### src/rtl/c8x_pkg.sv
// ============================================================================
// c8x_pkg
// Shared types, constants and tables for the CHIP-8 execute core.
// ============================================================================
package c8x_pkg;

    // default sizes
    localparam int MEM_DEPTH_DEF     = 4096;
    localparam int STACK_DEPTH_DEF   = 16;
    localparam int START_ADDRESS_DEF = 512;

    // result status codes
    localparam logic [2:0] ST_OK      = 3'd0;
    localparam logic [2:0] ST_STUB    = 3'd1;
    localparam logic [2:0] ST_FULL    = 3'd2;
    localparam logic [2:0] ST_BOUND   = 3'd3;
    localparam logic [2:0] ST_NOMATCH = 3'd4;

    // opcode groups (top nibble)
    localparam logic [3:0] OPG_SYS    = 4'h0;
    localparam logic [3:0] OPG_JUMP   = 4'h1;
    localparam logic [3:0] OPG_CALL   = 4'h2;
    localparam logic [3:0] OPG_SKEQ   = 4'h3;
    localparam logic [3:0] OPG_SKNE   = 4'h4;
    localparam logic [3:0] OPG_SKREQ  = 4'h5;
    localparam logic [3:0] OPG_LDIMM  = 4'h6;
    localparam logic [3:0] OPG_ADDIMM = 4'h7;
    localparam logic [3:0] OPG_ALU    = 4'h8;
    localparam logic [3:0] OPG_SKRNE  = 4'h9;
    localparam logic [3:0] OPG_LDIDX  = 4'hA;
    localparam logic [3:0] OPG_JUMPV0 = 4'hB;
    localparam logic [3:0] OPG_RAND   = 4'hC;
    localparam logic [3:0] OPG_DRAW   = 4'hD;
    localparam logic [3:0] OPG_KEY    = 4'hE;
    localparam logic [3:0] OPG_MISC   = 4'hF;

    localparam logic [15:0] OP_RET = 16'h00EE;

    // alu sub-codes (low nibble of 8XYN)
    localparam logic [3:0] ALU_MOV  = 4'h0;
    localparam logic [3:0] ALU_OR   = 4'h1;
    localparam logic [3:0] ALU_AND  = 4'h2;
    localparam logic [3:0] ALU_XOR  = 4'h3;
    localparam logic [3:0] ALU_ADD  = 4'h4;
    localparam logic [3:0] ALU_SUB  = 4'h5;
    localparam logic [3:0] ALU_SHR  = 4'h6;
    localparam logic [3:0] ALU_SUBN = 4'h7;
    localparam logic [3:0] ALU_SHL  = 4'hE;

    // key group codes
    localparam logic [7:0] KEY_SKP  = 8'h9E;
    localparam logic [7:0] KEY_SKNP = 8'hA1;

    // misc group codes (low byte of FXNN)
    localparam logic [7:0] FN_DT_GET  = 8'h07;
    localparam logic [7:0] FN_KEY_WT  = 8'h0A;
    localparam logic [7:0] FN_DT_SET  = 8'h15;
    localparam logic [7:0] FN_ST_SET  = 8'h18;
    localparam logic [7:0] FN_IDX_ADD = 8'h1E;
    localparam logic [7:0] FN_FONT    = 8'h29;
    localparam logic [7:0] FN_BCD     = 8'h33;
    localparam logic [7:0] FN_DUMP    = 8'h55;
    localparam logic [7:0] FN_LOAD    = 8'h65;

    localparam logic [3:0] FLAG_REG  = 4'hF;
    localparam int         FONT_SIZE = 80;
    localparam logic [7:0] FILL_BYTE = 8'h12;

    // hex font, five bytes per glyph
    localparam logic [7:0] FONT_GLYPHS [FONT_SIZE] = '{
        8'hF0, 8'h90, 8'h90, 8'h90, 8'hF0, 8'h20, 8'h60, 8'h20, 8'h20, 8'h70,
        8'hF0, 8'h10, 8'hF0, 8'h80, 8'hF0, 8'hF0, 8'h10, 8'hF0, 8'h10, 8'hF0,
        8'h90, 8'h90, 8'hF0, 8'h10, 8'h10, 8'hF0, 8'h80, 8'hF0, 8'h10, 8'hF0,
        8'hF0, 8'h80, 8'hF0, 8'h90, 8'hF0, 8'hF0, 8'h10, 8'h20, 8'h40, 8'h40,
        8'hF0, 8'h90, 8'hF0, 8'h90, 8'hF0, 8'hF0, 8'h90, 8'hF0, 8'h10, 8'hF0,
        8'hF0, 8'h90, 8'hF0, 8'h90, 8'h90, 8'hE0, 8'h90, 8'hE0, 8'h90, 8'hE0,
        8'hF0, 8'h80, 8'h80, 8'h80, 8'hF0, 8'hE0, 8'h90, 8'h90, 8'h90, 8'hE0,
        8'hF0, 8'h80, 8'hF0, 8'h80, 8'hF0, 8'hF0, 8'h80, 8'hF0, 8'h80, 8'h80
    };

    // follow-up work an opcode needs after its execute cycle
    typedef enum logic [1:0] {
        CL_PLAIN,
        CL_FLAG,
        CL_BCD,
        CL_XFER
    } op_class_t;

    // controller to datapath
    typedef struct packed {
        logic       clr;
        logic       latch;
        logic       rd_first;
        logic       rd_y;
        logic       cap_vx;
        logic       cap_vy;
        logic       exec;
        logic       flag_wr;
        logic       bcd_wr;
        logic [1:0] bcd_sel;
        logic       x_rd;
        logic       x_wr;
        logic       fix;
        logic       wb_x;
        logic       wb_f;
        logic       out_load;
    } dp_cmd_t;

    // datapath to controller
    typedef struct packed {
        op_class_t cls;
        logic      is_load;
        logic      clr_done;
        logic      pc_over;
        logic      x_oob;
        logic      x_last;
    } dp_sts_t;

endpackage

### src/rtl/c8x_ctrl.sv
// ============================================================================
// c8x_ctrl
// Sequencer for the execute core: walks each word through operand reads,
// execute, follow-up flag or memory work, pc wrap and result capture.
// ============================================================================
module c8x_ctrl (
    input  logic              aclk,
    input  logic              aresetn,
    input  logic              s_valid,
    input  logic              m_ready,
    input  c8x_pkg::dp_sts_t  sts,
    output logic              s_ready,
    output logic              m_valid,
    output c8x_pkg::dp_cmd_t  cmd
);

    typedef enum logic [15:0] {
        S_CLEAR = 16'h0001,
        S_IDLE  = 16'h0002,
        S_RDX   = 16'h0004,
        S_RDY   = 16'h0008,
        S_RDW   = 16'h0010,
        S_EXEC  = 16'h0020,
        S_FLAG  = 16'h0040,
        S_BCD0  = 16'h0080,
        S_BCD1  = 16'h0100,
        S_BCD2  = 16'h0200,
        S_XRD   = 16'h0400,
        S_XWR   = 16'h0800,
        S_FIX   = 16'h1000,
        S_WBX   = 16'h2000,
        S_WBF   = 16'h4000,
        S_DONE  = 16'h8000
    } state_t;

    state_t state_reg, state_next;
    logic   m_valid_reg, m_valid_next;

    // next state and commands
    always_comb begin
        cmd        = '0;
        state_next = state_reg;
        case (state_reg)
            S_CLEAR: begin
                cmd.clr = 1'b1;
                if (sts.clr_done) state_next = S_IDLE;
            end
            S_IDLE: begin
                if (s_valid) begin
                    cmd.latch  = 1'b1;
                    state_next = S_RDX;
                end
            end
            S_RDX: begin
                if (sts.is_load) begin
                    state_next = S_EXEC;
                end else begin
                    cmd.rd_first = 1'b1;
                    state_next   = S_RDY;
                end
            end
            S_RDY: begin
                cmd.cap_vx = 1'b1;
                cmd.rd_y   = 1'b1;
                state_next = S_RDW;
            end
            S_RDW: begin
                cmd.cap_vy = 1'b1;
                state_next = S_EXEC;
            end
            S_EXEC: begin
                cmd.exec = 1'b1;
                case (sts.cls)
                    c8x_pkg::CL_FLAG: state_next = S_FLAG;
                    c8x_pkg::CL_BCD:  state_next = S_BCD0;
                    c8x_pkg::CL_XFER: state_next = S_XRD;
                    default:          state_next = S_FIX;
                endcase
            end
            S_FLAG: begin
                cmd.flag_wr = 1'b1;
                state_next  = S_FIX;
            end
            S_BCD0: begin
                cmd.bcd_wr  = 1'b1;
                cmd.bcd_sel = 2'd0;
                state_next  = S_BCD1;
            end
            S_BCD1: begin
                cmd.bcd_wr  = 1'b1;
                cmd.bcd_sel = 2'd1;
                state_next  = S_BCD2;
            end
            S_BCD2: begin
                cmd.bcd_wr  = 1'b1;
                cmd.bcd_sel = 2'd2;
                state_next  = S_FIX;
            end
            S_XRD: begin
                cmd.x_rd   = 1'b1;
                state_next = sts.x_oob ? S_FIX : S_XWR;
            end
            S_XWR: begin
                cmd.x_wr   = 1'b1;
                state_next = sts.x_last ? S_FIX : S_XRD;
            end
            S_FIX: begin
                cmd.fix = 1'b1;
                if (!sts.pc_over) state_next = S_WBX;
            end
            S_WBX: begin
                cmd.wb_x   = 1'b1;
                state_next = S_WBF;
            end
            S_WBF: begin
                cmd.wb_f   = 1'b1;
                state_next = S_DONE;
            end
            S_DONE: begin
                if (!m_valid_reg || m_ready) begin
                    cmd.out_load = 1'b1;
                    state_next   = S_IDLE;
                end
            end
            default: state_next = S_CLEAR;
        endcase
    end

    // output word valid
    always_comb begin
        m_valid_next = m_valid_reg;
        if (cmd.out_load) begin
            m_valid_next = 1'b1;
        end else if (m_ready) begin
            m_valid_next = 1'b0;
        end
    end

    always_ff @(posedge aclk) begin
        if (!aresetn) begin
            state_reg   <= S_CLEAR;
            m_valid_reg <= 1'b0;
        end else begin
            state_reg   <= state_next;
            m_valid_reg <= m_valid_next;
        end
    end

    assign s_ready = (state_reg == S_IDLE);
    assign m_valid = m_valid_reg;

endmodule

### config.mk
export PLATFORM = sky130hd
export DESIGN_NAME = c8x_ctrl
export DESIGN_NICKNAME = d
export VERILOG_FILES = /design/src/rtl/c8x_pkg.sv /design/src/rtl/c8x_ctrl.sv
export SDC_FILE = /design/constraint.sdc
export NUM_CORES = 1
export LEC_CHECK = 0
export BUFFER_PORTS_ARGS = -buffer_cell sky130_fd_sc_hd__buf_2
export CAP_MARGIN = 20
export CORE_ASPECT_RATIO = 0.9
export CORE_MARGIN = 3
export CORE_UTILIZATION = 25
export DETAILED_ROUTE_END_ITERATION = 10
export HOLD_SLACK_MARGIN = 0.08
export PLACE_DENSITY = 0.49
export SLEW_MARGIN = 40
export SYNTH_ARGS = -nofsm -noshare
export SYNTH_HDL_FRONTEND = slang
export SYNTH_SLANG_ARGS = --single-unit
### constraint.sdc
create_clock -name aclk -period 2.3 [get_ports aclk]
set_input_delay 0.46 -clock aclk [delete_from_list [all_inputs] [get_ports aclk]]
set_output_delay 0.46 -clock aclk [all_outputs]
set_load 0.1 [all_outputs]
==> summary.txt, run 1 <==
Status -> finished with violations
Failing checks -> negative setup slack
Final worst slack -> -200.4 ps
Power Density -> 336.3 mW/mm²
LEAKAGE -> 0.8592 nW
Top delay family on crit path -> simple AND/OR/NAND/NOR gates
Internal Power -> 0.4939 mW
WL/cell -> 13.66 µm
Area growth from synthesis to layout -> 85.09%
Final ANT Viol Nets -> 0
H-Tree Depth -> 1
Dpl ws -> 83.50 ps
Worst-Skew Late Latency -> 260 ps
Worst slew margin -> 67.98%
Cells after synthesis -> 130
Initial antenna violation count -> 0
Final Non-Filler Cells -> 247
Slew @ Worst Pin -> 483.6 ps
Post-route DRC -> 0
Startpoint Class -> register
Seq pwr share -> 43.3%
Final Hold Viols -> 0
Clock share of power -> 33.4%
Post-synthesis cell type count -> 42
Register area share after synthesis -> 30.49%
Critical path's slowest cell -> or4_4
Die Y-Extent -> 69.39 µm
Syn avg cell area -> 8.585 µm²
Largest net degree at the start of global routing -> 17
Layout Utilization -> 49.37%
Worst hold path type -> in2reg
Worst path bufs/invs -> 2
Number of vias per cell -> 4.834
Max-Cap Viols -> 0
Sw frac -> 28.91%
Final nets -> 199
Buffers on Ports -> 29
First-pass GRT wire length -> 5.478 mm
Share of layout cells above drive strength 1 -> 58.29%
Period utilization -> 108.7%
Arrival @ worst endpoint -> 2040 ps
FF+latch count, synth -> 17
Worst Setup End Kind -> output port
Initial cell density of the core -> 26.67%
Yosys warnings -> 0
Post-synth EDFFs -> 0
Critical path peak fanout -> 4
Max FFs per register -> 16
Comb power frac -> 23.3%
Gr usage total -> 12.76%
Iter 0 DRT Violations -> 56
Gpl congestion -> 0.8739
Clk_skew -> 1.803 ps
IR Drop Worst-Case VDD -> 236.1 µV
Cts-stage hold buffer count -> 0
Vias in the first global route -> 1130
WS Path Type -> reg2out
Placed wire-length estimate -> 2.586 mm
Top_reg_cell synth -> dfxtp_1
Mapped Area -> 0.001116 mm²
CTS Buf Count -> 3
Clk slew on worst S/H paths -> 70 ps
Final min period -> 2500 ps
Area of the core -> 0.004184 mm²
Max Slew Vio Count -> 0
DRT Wirelength -> 3.375 mm
Die area -> 0.005303 mm²
Drt pass-1 iters -> 4
Syn nets -> 141
Peak Freq -> 399.9 MHz
Ports -> 30
N_diodes -> 0
Total gr overflow -> 0
Clk buf depth -> 2
Post-synth ARST share -> 0%
CTS Root Buffer Type -> clkbuf_8
Final setup violation count -> 15
RSZ-0062 raised after global routing -> yes
Placed Instances -> 231
Die Wd -> 76.43 µm
Sink Count -> 17
Switching Power -> 0.2009 mW
Cell-by-cell trace of the critical path -> or4_4 > buf_4 > nor3_4 > and4b_4 > buf_12
Total power -> 0.6948 mW
CTS tree -> built
Vias -> 1194
Num rows -> 22
Critical Path RT -> 1840 ps
Critical path's largest stage delay -> 570 ps
metrics by stage:
stage,setup TNS [ps],cell area [µm²],hold WS [ps]
floorplan,-4872,1194,529.5
global placement,0,1788,654.4
CTS,-1437,1937,394.2
global route,-2310,2066,400.6
detailed placement,0,1788,674.0
finish,-1375,2066,397.3
worst register-to-register path, stage by stage, from the launching register on:
cell	delay, ps
dfxtp_1	310
or4_4	570
nor4_4	330
nor4b_4	340
buf_4	170
buf_4	100
nand2_2	50
nor3b_1	170
cell type report:
type | count | area [µm²]
Inverter | 3 | 15.01
Clock inverter | 1 | 5.005
Multi-Input combinational cell | 100 | 884.6
Clock buffer | 3 | 41.29
Fill cell | 414 | 2118
Tap cell | 60 | 75.07
Sequential cell | 17 | 347.8
Timing Repair Buffer | 63 | 696.9
layout by cell type (no fill, tap or decap), drive strengths merged, types with 3 or more instances in the layout:
master	count
or4	4
nor2	13
nor3b	4
nor4	9
nor3	4
o21a	3
dfxtp	17
and3	7
and4b	7
xor2	4
and2	6
nand2	5
nand3	3
nor2b	5
clkbuf	3
nor4b	3
a21oi	5
buf	63
kinds of logic (layout without fill, tap and decap cells):
family                 after synthesis  after routing  share of synthesized area (%)
multiplexers                         1              1                          1.009
XOR/XNOR                             5              5                          3.924
AO/OA/AOI/OAI                       18             18                          10.99
AND/OR/NAND/NOR                     76             76                          47.76
buffers and inverters               13             70                          5.829
flip-flops                          17             17                          30.49
worst paths after layout:
check / slack (ps) / cells past startpoint / end / start
max: -200 / 5 / cmd[3] / state_reg[0]$_SDFFE_PN1P_
min reg2reg: 710 / 3 / m_valid$_SDFFE_PN0P_ / m_valid$_SDFFE_PN0P_
max reg2reg: 190 / 7 / state_reg[7]$_SDFFE_PN0P_ / state_reg[0]$_SDFFE_PN1P_
min: 400 / 2 / state_reg[7]$_SDFFE_PN0P_ / sts[5]
synthesized netlist by cell type, types with 2 or more instances:
cell type / n / area [µm²]
dfxtp_1: 17 / 340.3
nor2_1: 12 / 45.04
and3_1: 7 / 43.79
and4b_1: 7 / 70.07
nor4_1: 7 / 43.79
and2_1: 6 / 37.54
a21oi_1: 5 / 25.02
nor2b_1: 5 / 31.28
buf_2: 4 / 20.02
nand2_1: 4 / 15.01
nor3b_1: 4 / 30.03
xor2_1: 4 / 35.03
buf_4: 3 / 22.52
clkbuf_1: 3 / 11.26
inv_1: 3 / 11.26
nand3_1: 3 / 15.01
nor3_1: 3 / 15.01
o21a_1: 3 / 22.52
and3b_1: 2 / 17.52
nand4b_1: 2 / 17.52
nor4b_1: 2 / 17.52
o21ai_0: 2 / 10.01
or4_1: 2 / 15.01
or4_4: 2 / 22.52
power groups by stage:
stage / registers, mW / logic (mW) / clock network, mW
4_1_cts: 0.301 / 0.146 / 0.243
3_5_place_dp: 0.307 / 0.137 / 0
5_1_grt: 0.301 / 0.171 / 0.255
2_1_floorplan: 0.310 / 0.0816 / 0
6_report: 0.301 / 0.162 / 0.232
3_3_place_gp: 0.307 / 0.136 / 0
metal layers:
metal,wire (µm),GRT usage [%]
met1,1600,17.18
met2,1597,19.51
met3,129,3.896
met4,47,3.823
met5,0,0
what timing repair did:
item,4_1_cts,5_1_grt
resized for setup,12,21
buffers inserted,5,7
setup endpoints to repair,18,18
pin swaps,4,15
(Power assumes the default switching activity.)
==> run 2, diff against run 1 <==
Settings changed: CORE_UTILIZATION 25 to 51, PLACE_DENSITY 0.49 to 0.83.
==> run 2 against run 1 <==
  * The run now fails in 5_1_grt
  * Synthesized cell count is the same
  * Area after synthesis stayed put
==> summary.txt, run 2 <==
Gpl congestion -> 0.9413 (was 0.8739)
Most common cell in the netlist -> dfxtp_1 (unchanged)
Die Y-Extent -> 50.38 µm (was 69.39 µm)
Top_reg_cell synth -> dfxtp_1 (unchanged)
First error -> [ERROR DPL-0038] Utilization greater than 100%, impossible to legalize
Mapped Area -> 0.001116 mm² (unchanged)
Post-synth ARST share -> 0% (unchanged)
Ports -> 30 (unchanged)
Num rows -> 15 (was 22)
Yosys warnings -> 0 (unchanged)
Commonest cells post-synth -> dfxtp_1, nor2_1, and3_1, and4b_1, nor4_1 (unchanged)
Post-synth EDFFs -> 0 (unchanged)
Placed wire-length estimate -> 2.829 mm (was 2.586 mm)
Largest area contributor in the netlist -> dfxtp_1 (unchanged)
Area post-placement -> 0.001722 mm² (was 0.001788 mm²)
CTS Root Buffer Type -> clkbuf_4 (was clkbuf_8)
Post-synthesis cell type count -> 42 (unchanged)
Failed at -> 5_1_grt
Cts-stage hold buffer count -> 0 (unchanged)
Clk buf depth -> 2 (unchanged)
Syn avg cell area -> 8.585 µm² (unchanged)
Initial cell density of the core -> 56.10% (was 26.67%)
FF+latch count, synth -> 17 (unchanged)
Syn nets -> 141 (unchanged)
Worst End Pin Type -> output port
Buffers on Ports -> 29 (unchanged)
Worst endpoint after global-route timing repair -> cmd[10]
Cells after synthesis -> 130 (unchanged)
Largest net degree at the start of global routing -> 17
Register area share after synthesis -> 30.49% (unchanged)
Sink Count -> 17 (unchanged)
CTS Buf Count -> 3 (unchanged)
H-Tree Depth -> 1 (unchanged)
Status -> aborted with a tool error (was finished with violations)
Die Wd -> 55.31 µm (was 76.43 µm)
Share of the synthesized area in the top cell type -> 30.49% (unchanged)
Synth area leaders -> dfxtp_1, and4b_1, nor2_1 (unchanged)
run 2: cell counts after synthesis:
No cell type changed its count.
run 2: cells by family after synthesis:
family,Yosys count,share of synthesized area [%]
buffers and inverters,13,5.829
AO/OA/AOI/OAI,18,10.99
multiplexers,1,1.009
AND/OR/NAND/NOR,76,47.76
XOR/XNOR,5,3.924
flip-flops,17,30.49
run 2: metrics by stage:
step	util, %	hold WS [ps]	setup WS [ps]	setup TNS, ps	cells
CTS	96.54	374.0	-289.3	-2954	211
detailed placement	86.54	673.1	-8.881	-8.881	193
global placement	86.54	651.4	58.90	0	193
floorplan	-	529.5	-641.9	-4872	130
run 2: timing repair:
item | CTS
cloned | 0
buffers inserted | 14
endpoints found under the setup margin | 18
gates resized for setup | 17
pin swaps | 15
==> run 3, diff against run 2 <==
Settings changed: CORE_AREA set to 3 3 64 66, CORE_ASPECT_RATIO 0.9 to not set, CORE_MARGIN 3 to not set, CORE_UTILIZATION 51 to not set, DIE_AREA set to 0 0 67 69, HOLD_SLACK_MARGIN 0.08 to not set, PLACE_DENSITY 0.83 to not set, PLACE_DENSITY_LB_ADDON set to 0.15.
==> run 3 against run 2 <==
  * The flow now finishes, with violations (negative setup slack)
==> summary.txt, run 3 (synthesis results as in run 1) <==
Status -> finished with violations (was aborted with a tool error)
Failing checks -> negative setup slack
Number of vias per cell -> 5.138
IR Drop Worst-Case VDD -> 252.5 µV
Fill cells -> 327
Ports -> 30 (unchanged)
CTS tree -> built
DRT Wirelength -> 3.319 mm
Setup_tns -> -1324 ps
Area post-placement -> 0.001765 mm² (was 0.001722 mm²)
Max-Cap Viols -> 0
Final min period -> 2460 ps
Drt pass-1 iters -> 4
Area growth from synthesis to layout -> 82.29%
Final nets -> 196
Power Density -> 334.0 mW/mm²
Slew @ Worst Pin -> 482.7 ps
Die Y-Extent -> 69 µm (was 50.38 µm)
Max FFs per register -> 16
First-pass GRT wire length -> 5.057 mm
LEAKAGE -> 0.8397 nW
Peak Freq -> 406.6 MHz
Routed wl met3 -> 159 µm
Sw frac -> 27.77%
H-Tree Depth -> 1 (unchanged)
Die Wd -> 67 µm (was 55.31 µm)
Arrival @ worst endpoint -> 2000 ps
Switching Power -> 0.1887 mW
WS Path Type -> reg2out
Initial cell density of the core -> 30.72% (was 56.10%)
Max Slew Vio Count -> 0
Gpl congestion -> 0.8920 (was 0.9413)
Sink Count -> 17 (unchanged)
Gr usage total -> 13.81%
Final ANT Viol Nets -> 0
Routed length on met1 -> 1.513 mm
Final worst slack -> -159.6 ps
Dpl ws -> 83.84 ps (was -8.881 ps)
Final Hold Viols -> 0
Worst-Skew Late Latency -> 250 ps
Vias in the first global route -> 1108
Critical path peak fanout -> 3
Placed wire-length estimate -> 2.405 mm (was 2.829 mm)
Total power -> 0.6795 mW
Period utilization -> 106.9%
Critical Path RT -> 1840 ps
Vias -> 1192
Post-route DRC -> 0
Worst slew margin -> 68.04%
Die area -> 0.004623 mm²
Area of the core -> 0.003633 mm²
WL/cell -> 14.31 µm
Cts-stage hold buffer count -> 0 (unchanged)
Commonest non-fill, non-tap cell in the layout -> buf_4
Total gr overflow -> 0
RSZ-0062 raised after global routing -> yes
Comb power frac -> 23.0%
Routed wl met2 -> 1.619 mm
CTS Buf Count -> 3 (unchanged)
Final instance area -> 0.002034 mm²
Clk_skew -> 0.8727 ps
Share of layout cells above drive strength 1 -> 58.15%
Largest net degree at the start of global routing -> 17
Seq pwr share -> 44.4%
Internal Power -> 0.4908 mW
Initial antenna violation count -> 0
Worst hold path type -> in2reg
Final setup violation count -> 14
Iter 0 DRT Violations -> 38
CTS Root Buffer Type -> clkbuf_8 (was clkbuf_4)
N_diodes -> 0
Num rows -> 22 (was 15)
Clock share of power -> 32.6%
Worst Setup End Kind -> output port
Startpoint Class -> register
Clk buf depth -> 2 (unchanged)
Most frequent cells in the layout -> buf_4, buf_12, buf_2
Clk slew on worst S/H paths -> 60 ps
Top sig layer -> met4
Buffers on Ports -> 29 (unchanged)
[run 3: repair_timing]
item                       in CTS  in global routing
buffers inserted                2                  8
pin swaps                       6                 17
setup endpoints to repair      18                 18
gates resized for setup        10                 25
hold endpoints to repair        0                  0
[run 3: critical path, cell delays in order (launching register included)]
cell and delay (ps):
dfxtp_2 340, or4_4 550, nor4_4 300, nor4b_4 340
buf_12 220
[run 3: path summary, 6_finish.rpt]
| check | start | end | slack [ps] | depth (start not counted) |
|---|---|---|---|---|
| setup / recovery | state_reg[13]$_SDFFE_PN0P_ | cmd[10] | -160 | 4 |
| hold / removal | sts[5] | state_reg[7]$_SDFFE_PN0P_ | 410 | 2 |
| setup reg to reg | state_reg[13]$_SDFFE_PN0P_ | state_reg[0]$_SDFFE_PN1P_ | 170 | 9 |
| hold reg to reg | m_valid$_SDFFE_PN0P_ | m_valid$_SDFFE_PN0P_ | 700 | 3 |
[run 3: power by group through the flow]
stage	Sequential [mW]	Clock [mW]	Combinational [mW]
after floorplan	0.310	0	0.0816
after global placement	0.307	0	0.134
after detailed placement	0.307	0	0.136
after CTS	0.301	0.232	0.142
after global routing	0.302	0.243	0.166
final	0.302	0.221	0.156
[run 3: layer usage]
| layer | track usage (%) | vias to the layer above |
|---|---|---|
| met5 | 0 | - |
| met4 | 2.928 | 0 |
| met3 | 4.560 | 4 |
| met2 | 21.94 | 32 |
| met1 | 17.96 | 565 |
| li1 | - | 591 |
[run 3: cell type report]
cell class	instances	area, µm²	share of cell area, %
timing repair buffer	60	659.4	32.41
tap	48	60.06	2.952
clock buffer	4	45.04	2.214
inverter	3	15.01	0.7380
sequential	17	349.1	17.16
multi-input combinational	100	905.9	44.53
[run 3: metrics by stage]
step / instances / util (%) / hold WS (ps)
floorplan: 130 / - / 529.5
global placement: 218 / 48.59 / 654.3
detailed placement: 218 / 48.59 / 659.5
CTS: 224 / 51.69 / 408.4
global route: 232 / 55.99 / 410.9
finish: 232 / 55.99 / 410.9
